==> src/sv/tamg_pkg.sv <==
// ----------------------------------------------------------------------------
// tamg_pkg
// Shared widths, codes, sideband types and helpers of the torus arc
// mesh generator.
// ----------------------------------------------------------------------------
package tamg_pkg;

  localparam int CNT_W     = 9;
  localparam int ANG_W     = 16;
  localparam int RAD_W     = 16;
  localparam int CFG_W     = 32;
  localparam int CFG_IDX_W = 3;
  localparam int POS_W     = 19;
  localparam int NORM_W    = 16;
  localparam int TEX_W     = 17;
  localparam int IDX_W     = 17;

  localparam int DEF_MAX_SEGMENTS = 256;
  localparam int DEF_MAX_SIDES    = 256;

  localparam logic [RAD_W-1:0] RST_MAJOR = RAD_W'(256);
  localparam logic [RAD_W-1:0] RST_TUBE  = RAD_W'(64);
  localparam logic [CFG_W-1:0] RST_START = CFG_W'(0);
  localparam logic [CFG_W-1:0] RST_END   = CFG_W'(65536);
  localparam logic [CNT_W-1:0] RST_SEGS  = CNT_W'(16);
  localparam logic [CNT_W-1:0] RST_SIDES = CNT_W'(8);

  // divider: restoring, DIV_BITS quotient bits per stage
  localparam int PROD_W     = 42;
  localparam int DIV_BITS   = 4;
  localparam int DIV_STAGES = 11;
  localparam int NUM_W      = DIV_BITS * DIV_STAGES;
  localparam int DEN_W      = CNT_W;
  localparam int DIV_LANES  = 3;
  localparam int LANE_T     = 0;
  localparam int LANE_U     = 1;
  localparam int LANE_V     = 2;

  // sine/cosine lanes
  localparam int SC_LANES  = 4;
  localparam int SC_STAGES = 5;
  localparam int LANE_CT   = 0;
  localparam int LANE_ST   = 1;
  localparam int LANE_CP   = 2;
  localparam int LANE_SP   = 3;
  localparam int Z_W       = 15;
  localparam int SIN_QTR   = 16384;
  localparam int SIN_C1    = 1160;
  localparam int SIN_C2    = 10512;
  localparam int SIN_C3    = 25736;

  localparam int GEO_STAGES = 3;
  localparam int QUAD_LAST  = 5;
  localparam int K_W        = 3;

  typedef enum logic {
    CMD_VERTEX = 1'b0,
    CMD_QUAD   = 1'b1
  } cmd_t;

  typedef enum logic [CFG_IDX_W-1:0] {
    REG_MAJOR = 3'd0,
    REG_TUBE  = 3'd1,
    REG_START = 3'd2,
    REG_END   = 3'd3,
    REG_SEGS  = 3'd4,
    REG_SIDES = 3'd5
  } cfg_reg_t;

  typedef struct packed {
    cmd_t             cmd;
    logic [IDX_W-1:0] idx_a;
    logic [IDX_W-1:0] idx_c;
    logic             neg;
  } div_side_t;

  typedef struct packed {
    cmd_t             cmd;
    logic [IDX_W-1:0] idx_a;
    logic [IDX_W-1:0] idx_c;
    logic [TEX_W-1:0] tex_u;
    logic [TEX_W-1:0] tex_v;
  } vtx_side_t;

  typedef struct packed {
    logic [DEN_W-1:0] rem;
    logic [NUM_W-1:0] num;
  } div_lane_t;

  function automatic logic [CNT_W-1:0] limit_count(logic [CNT_W-1:0] v, int maxv);
    logic [CNT_W-1:0] r;
    r = v;
    if (v == '0) begin
      r = CNT_W'(1);
    end else if (int'(v) > maxv) begin
      r = CNT_W'(maxv);
    end
    return r;
  endfunction

  // DIV_BITS steps of restoring division; quotient bits shift in at the bottom
  function automatic div_lane_t div_steps(div_lane_t x, logic [DEN_W-1:0] den);
    div_lane_t    y;
    logic [DEN_W:0] r;
    y = x;
    for (int b = 0; b < DIV_BITS; b++) begin
      r     = {y.rem, y.num[NUM_W-1]};
      y.num = {y.num[NUM_W-2:0], 1'b0};
      if (r >= {1'b0, den}) begin
        r        = r - {1'b0, den};
        y.num[0] = 1'b1;
      end
      y.rem = r[DEN_W-1:0];
    end
    return y;
  endfunction

endpackage

==> src/sv/tamg_divider.sv <==
// ----------------------------------------------------------------------------
// tamg_divider
// Pipelined restoring divider, three lanes in lockstep, DIV_BITS quotient
// bits per stage.
// ----------------------------------------------------------------------------
module tamg_divider
  import tamg_pkg::*;
(
  input  logic             clk,
  input  logic             rst_n,
  input  logic             in_valid,
  output logic             in_ready,
  input  logic [NUM_W-1:0] in_num [DIV_LANES],
  input  logic [DEN_W-1:0] den    [DIV_LANES],
  input  div_side_t        in_side,
  output logic             out_valid,
  input  logic             out_ready,
  output logic [NUM_W-1:0] out_quo [DIV_LANES],
  output div_side_t        out_side
);

  logic [DIV_STAGES-1:0] v_r;
  logic [DIV_STAGES-1:0] en;
  div_lane_t             lane_r [DIV_STAGES][DIV_LANES];
  div_side_t             side_r [DIV_STAGES];

  always_comb begin
    en[DIV_STAGES-1] = !v_r[DIV_STAGES-1] || out_ready;
    for (int k = DIV_STAGES - 2; k >= 0; k--) begin
      en[k] = !v_r[k] || en[k+1];
    end
  end

  always_ff @(posedge clk) begin
    if (!rst_n) begin
      v_r <= '0;
    end else begin
      if (en[0]) v_r[0] <= in_valid;
      for (int k = 1; k < DIV_STAGES; k++) begin
        if (en[k]) v_r[k] <= v_r[k-1];
      end
    end
  end

  always_ff @(posedge clk) begin
    if (en[0]) begin
      side_r[0] <= in_side;
      for (int l = 0; l < DIV_LANES; l++) begin
        lane_r[0][l] <= div_steps('{rem: '0, num: in_num[l]}, den[l]);
      end
    end
    for (int k = 1; k < DIV_STAGES; k++) begin
      if (en[k]) begin
        side_r[k] <= side_r[k-1];
        for (int l = 0; l < DIV_LANES; l++) begin
          lane_r[k][l] <= div_steps(lane_r[k-1][l], den[l]);
        end
      end
    end
  end

  always_comb begin
    for (int l = 0; l < DIV_LANES; l++) begin
      out_quo[l] = lane_r[DIV_STAGES-1][l].num;
    end
  end

  assign in_ready  = en[0];
  assign out_valid = v_r[DIV_STAGES-1];
  assign out_side  = side_r[DIV_STAGES-1];

endmodule

==> config.mk <==
export PLATFORM = sky130hd
export DESIGN_NAME = tamg_divider
export DESIGN_NICKNAME = d
export VERILOG_FILES = /design/src/sv/tamg_pkg.sv /design/src/sv/tamg_divider.sv
export SDC_FILE = /design/constraint.sdc
export NUM_CORES = 2
export LEC_CHECK = 0
export BUFFER_PORTS_ARGS = -buffer_cell sky130_fd_sc_hd__buf_2
export CAP_MARGIN = 20
export CORE_MARGIN = 8
export CORE_UTILIZATION = 68
export CTS_CLUSTER_SIZE = 8
export DETAILED_ROUTE_END_ITERATION = 10
export HOLD_SLACK_MARGIN = 0.1
export PLACE_DENSITY = 0.91
export SLEW_MARGIN = 30
export SYNTH_ARGS = -nofsm -noshare
export SYNTH_HDL_FRONTEND = slang
export SYNTH_SLANG_ARGS = --single-unit
export TNS_END_PERCENT = 1
==> constraint.sdc <==
create_clock -name clk -period 29.3 [get_ports clk]
set_input_delay 5.86 -clock clk [delete_from_list [all_inputs] [get_ports clk]]
set_output_delay 5.86 -clock clk [all_outputs]
set_load 0.02 [all_outputs]
==> results.md <==
* Status: finished with violations
* Failing checks: design-rule violations
* Routed Wire Length at 316300 um
* Vias at between 80000 and 90000
* Largest net degree at the start of global routing at 102
* CTS tree: built
* Critical Path AT at 17.57 ns
* # setup viols final at 0
* Asr flop ratio synth at 0
* Register area share after synthesis at 0.5203
* Pre-antenna DRT Iters at 11
* Final HPWL DP at 204500 um
* Clk root buf: clkbuf_16
* Post-synth EDFFs at 2118
* Met3 routed WL at 26330 um
* Final hold vios at 0
* Mapped Area at 122700 um2
* Layout cells sized above 1 at 0.1488
* Fmax at around 60 MHz
* Max_slew headroom at 0.3161
* Critical path's slowest cell: a211oi_2
* Site row count at 156
* I/O pin total at 369
* Dominant cell type by area after synthesis: edfxtp_1
* Yosys reg bits at around 2100
* Nets at 12060
* Tightest Hold Check Type: flop to flop
* Dpl cell area at ~130000 um2
* Initial antenna violation count at 10
* Top cells by count, synth: 2118 x edfxtp_1, 1167 x ha_1, 712 x a21oi_1, 638 x inv_1, 567 x mux2_2
* Final-layout fill cell count at between 10000 and 15000
* Port bufs at 368
* Worst Reg-to-Reg Cells at 37
* Starting Density at 0.6816
* CTS Buf Count at around 320
* Critical Path Start Type: input pin
* GR Overflow Total at 0
* Post-DRT Antenna Nets at 0
* Die height at 440.7 um
* Met1 Wirelength at 117000 um
* Synth Flop Type: edfxtp_1
* Max Used Layer: met5
* Number of synthesis warnings at 0
* Wire per inst at 24.36 um
* Hold_buf cts at 0
* Hold Path Depth at 0
* Remaining DRCs at 3
* Vias per cell at 6.574
* Mapped Cells at 9857
* Cell with the most instances after synthesis: edfxtp_1
* Cells after DPL at 12616
* Sink Count at 2129
* Clk buf depth at 4
* Finished Layout Cells at between 10000 and 15000
* First-pass GRT wire length at ~490000 um
* Fin crit share at 0.5744
* RSZ-0062 raised after global routing: no
* Slew Viols, Final at 0
* Worst Max-Slew Pin Slew at 1.026 ns
* Die area at 194200 um2
* Most Frequent Cell on Critical Path: o21ai_0
* Layout area overhead at 11.26%
* Worst skew pair latency at 0.99 ns
* Vias in the first global route at a little under 90000
* Worst clock skew at 0.08597 ns
* Core box area at approximately 180000 um2
* Post-synth top area share at 0.5185
* Reg clk slew, reported paths at 0.06 ns
* Width of the die at 440.7 um
* Met2 Wirelength at 151100 um
* Total setup buffers inserted after CTS at 0
* Max Cap Violations at 0
* H-tree levels at 5
* GPL Wtd Cong at 0.9296
* Worst Path Max Fanout at 28
* Slowest stage delay, CP at 0.71 ns
* GR Util All Layers at 0.3187
* Mapped Avg Cell Area at between 10 and 15 um2
* Setup_tns at 0 ns
* Main area contributors after synthesis: edfxtp_1 52%, ha_1 12%, mux2_2 5.2%
* CP endpoint kind: flop
* Minimum clock period at 16.83 ns
* Post-synthesis net count at 11349
* Setup Crit Path Kind: input pin to flop
* DR iter-0 viols at between 8000 and 9000
* Number of distinct library cells after synthesis at 107
* Worst EP required at 30.04 ns
* Post-route cell area at 136500 um2
* Post-CTS resize count at 0
## stage by stage
step	util	hold WS, ns	worst slack [ns]
3_3_place_gp	0.7112	0.4003	12.77
6_report	0.7584	0.3676	12.47
4_1_cts	0.7580	0.3640	12.93
3_5_place_dp	0.7115	0.4045	12.40
5_1_grt	0.7584	0.3694	12.08
2_1_floorplan	-	0.4003	8.880
## final cells by class
class,count,area (um2),area share
inverters,659,2526,0.01851
flip-flops and latches,2129,63820,0.4676
repair buffers,469,2624,0.01922
multi-input cells,6990,56150,0.4114
diodes,7,17.52,0.0001283
clock inverters,18,188.9,0.001384
well taps,2370,2965,0.02173
clock buffers,345,8187,0.05998
## state kept, by name (all words and copies together), names as in the netlist
register and cells:
side_r 396, v_r 11, lane_r 1722
## cell usage in the layout, fill, tap and decap left out, types with 42 or more instances in the layout
cell       instances
xor2_1           281
o31ai_1           71
nand2b_1         130
a21o_1           291
xnor2_1          479
a21boi_0          56
a21oi_1          708
inv_1            615
buf_2            369
ha_1            1167
nor2b_1          205
buf_4             93
o21bai_1          94
mux2_2           567
nand4_1          197
edfxtp_1        2118
o221ai_1          44
nor3_1           136
or2_2             57
nor2_1           556
a31oi_1           42
a211oi_1          69
mux2i_1          109
fa_1             126
nand2_1          419
o21a_1            89
nand3_1           84
o21ai_0          497
clkbuf_16        324
## per-layer routing
| layer | up-vias | global-route usage |
|---|---|---|
| li1 | 38522 | - |
| met1 | 40709 | 0.3788 |
| met2 | 4628 | 0.5342 |
| met3 | 1506 | 0.06816 |
| met4 | 10 | 0.1922 |
| met5 | - | 0 |
## logic make-up (layout without fill, tap and decap cells)
family,count (synthesis),after routing,synth area share
compound gates,2268,2268,0.1206
xor+xnor,760,760,0.05426
fa+ha+maj,1293,1293,0.1396
buf+inv,738,1491,0.02283
flops,2129,2129,0.5203
mux,683,683,0.06194
other cells,0,7,0
simple gates,1986,1986,0.08047
## path summary, 6_finish.rpt
check / startpoint / end / slack, ns
max: den[19] / lane_r[4][155] / 12.47
min: lane_r[1][137] / lane_r[2][141] / 0.37
max reg2reg: lane_r[3][149] / lane_r[4][155] / 18.47
min reg2reg: lane_r[1][137] / lane_r[2][141] / 0.37
## worst max-delay path: cells and delay by family
kind / cells / cell delay, ns
AOI/OAI and AO/OA: 21 / 6.21
adders and majority gates: 4 / 1.83
muxes: 1 / 0.23
and+or+nand+nor: 5 / 1.31
buffers and inverters: 7 / 2.06
Power is left out: the tool's default activity adds up to more than one toggle a clock period on the data nets, which glitch-free logic cannot reach.
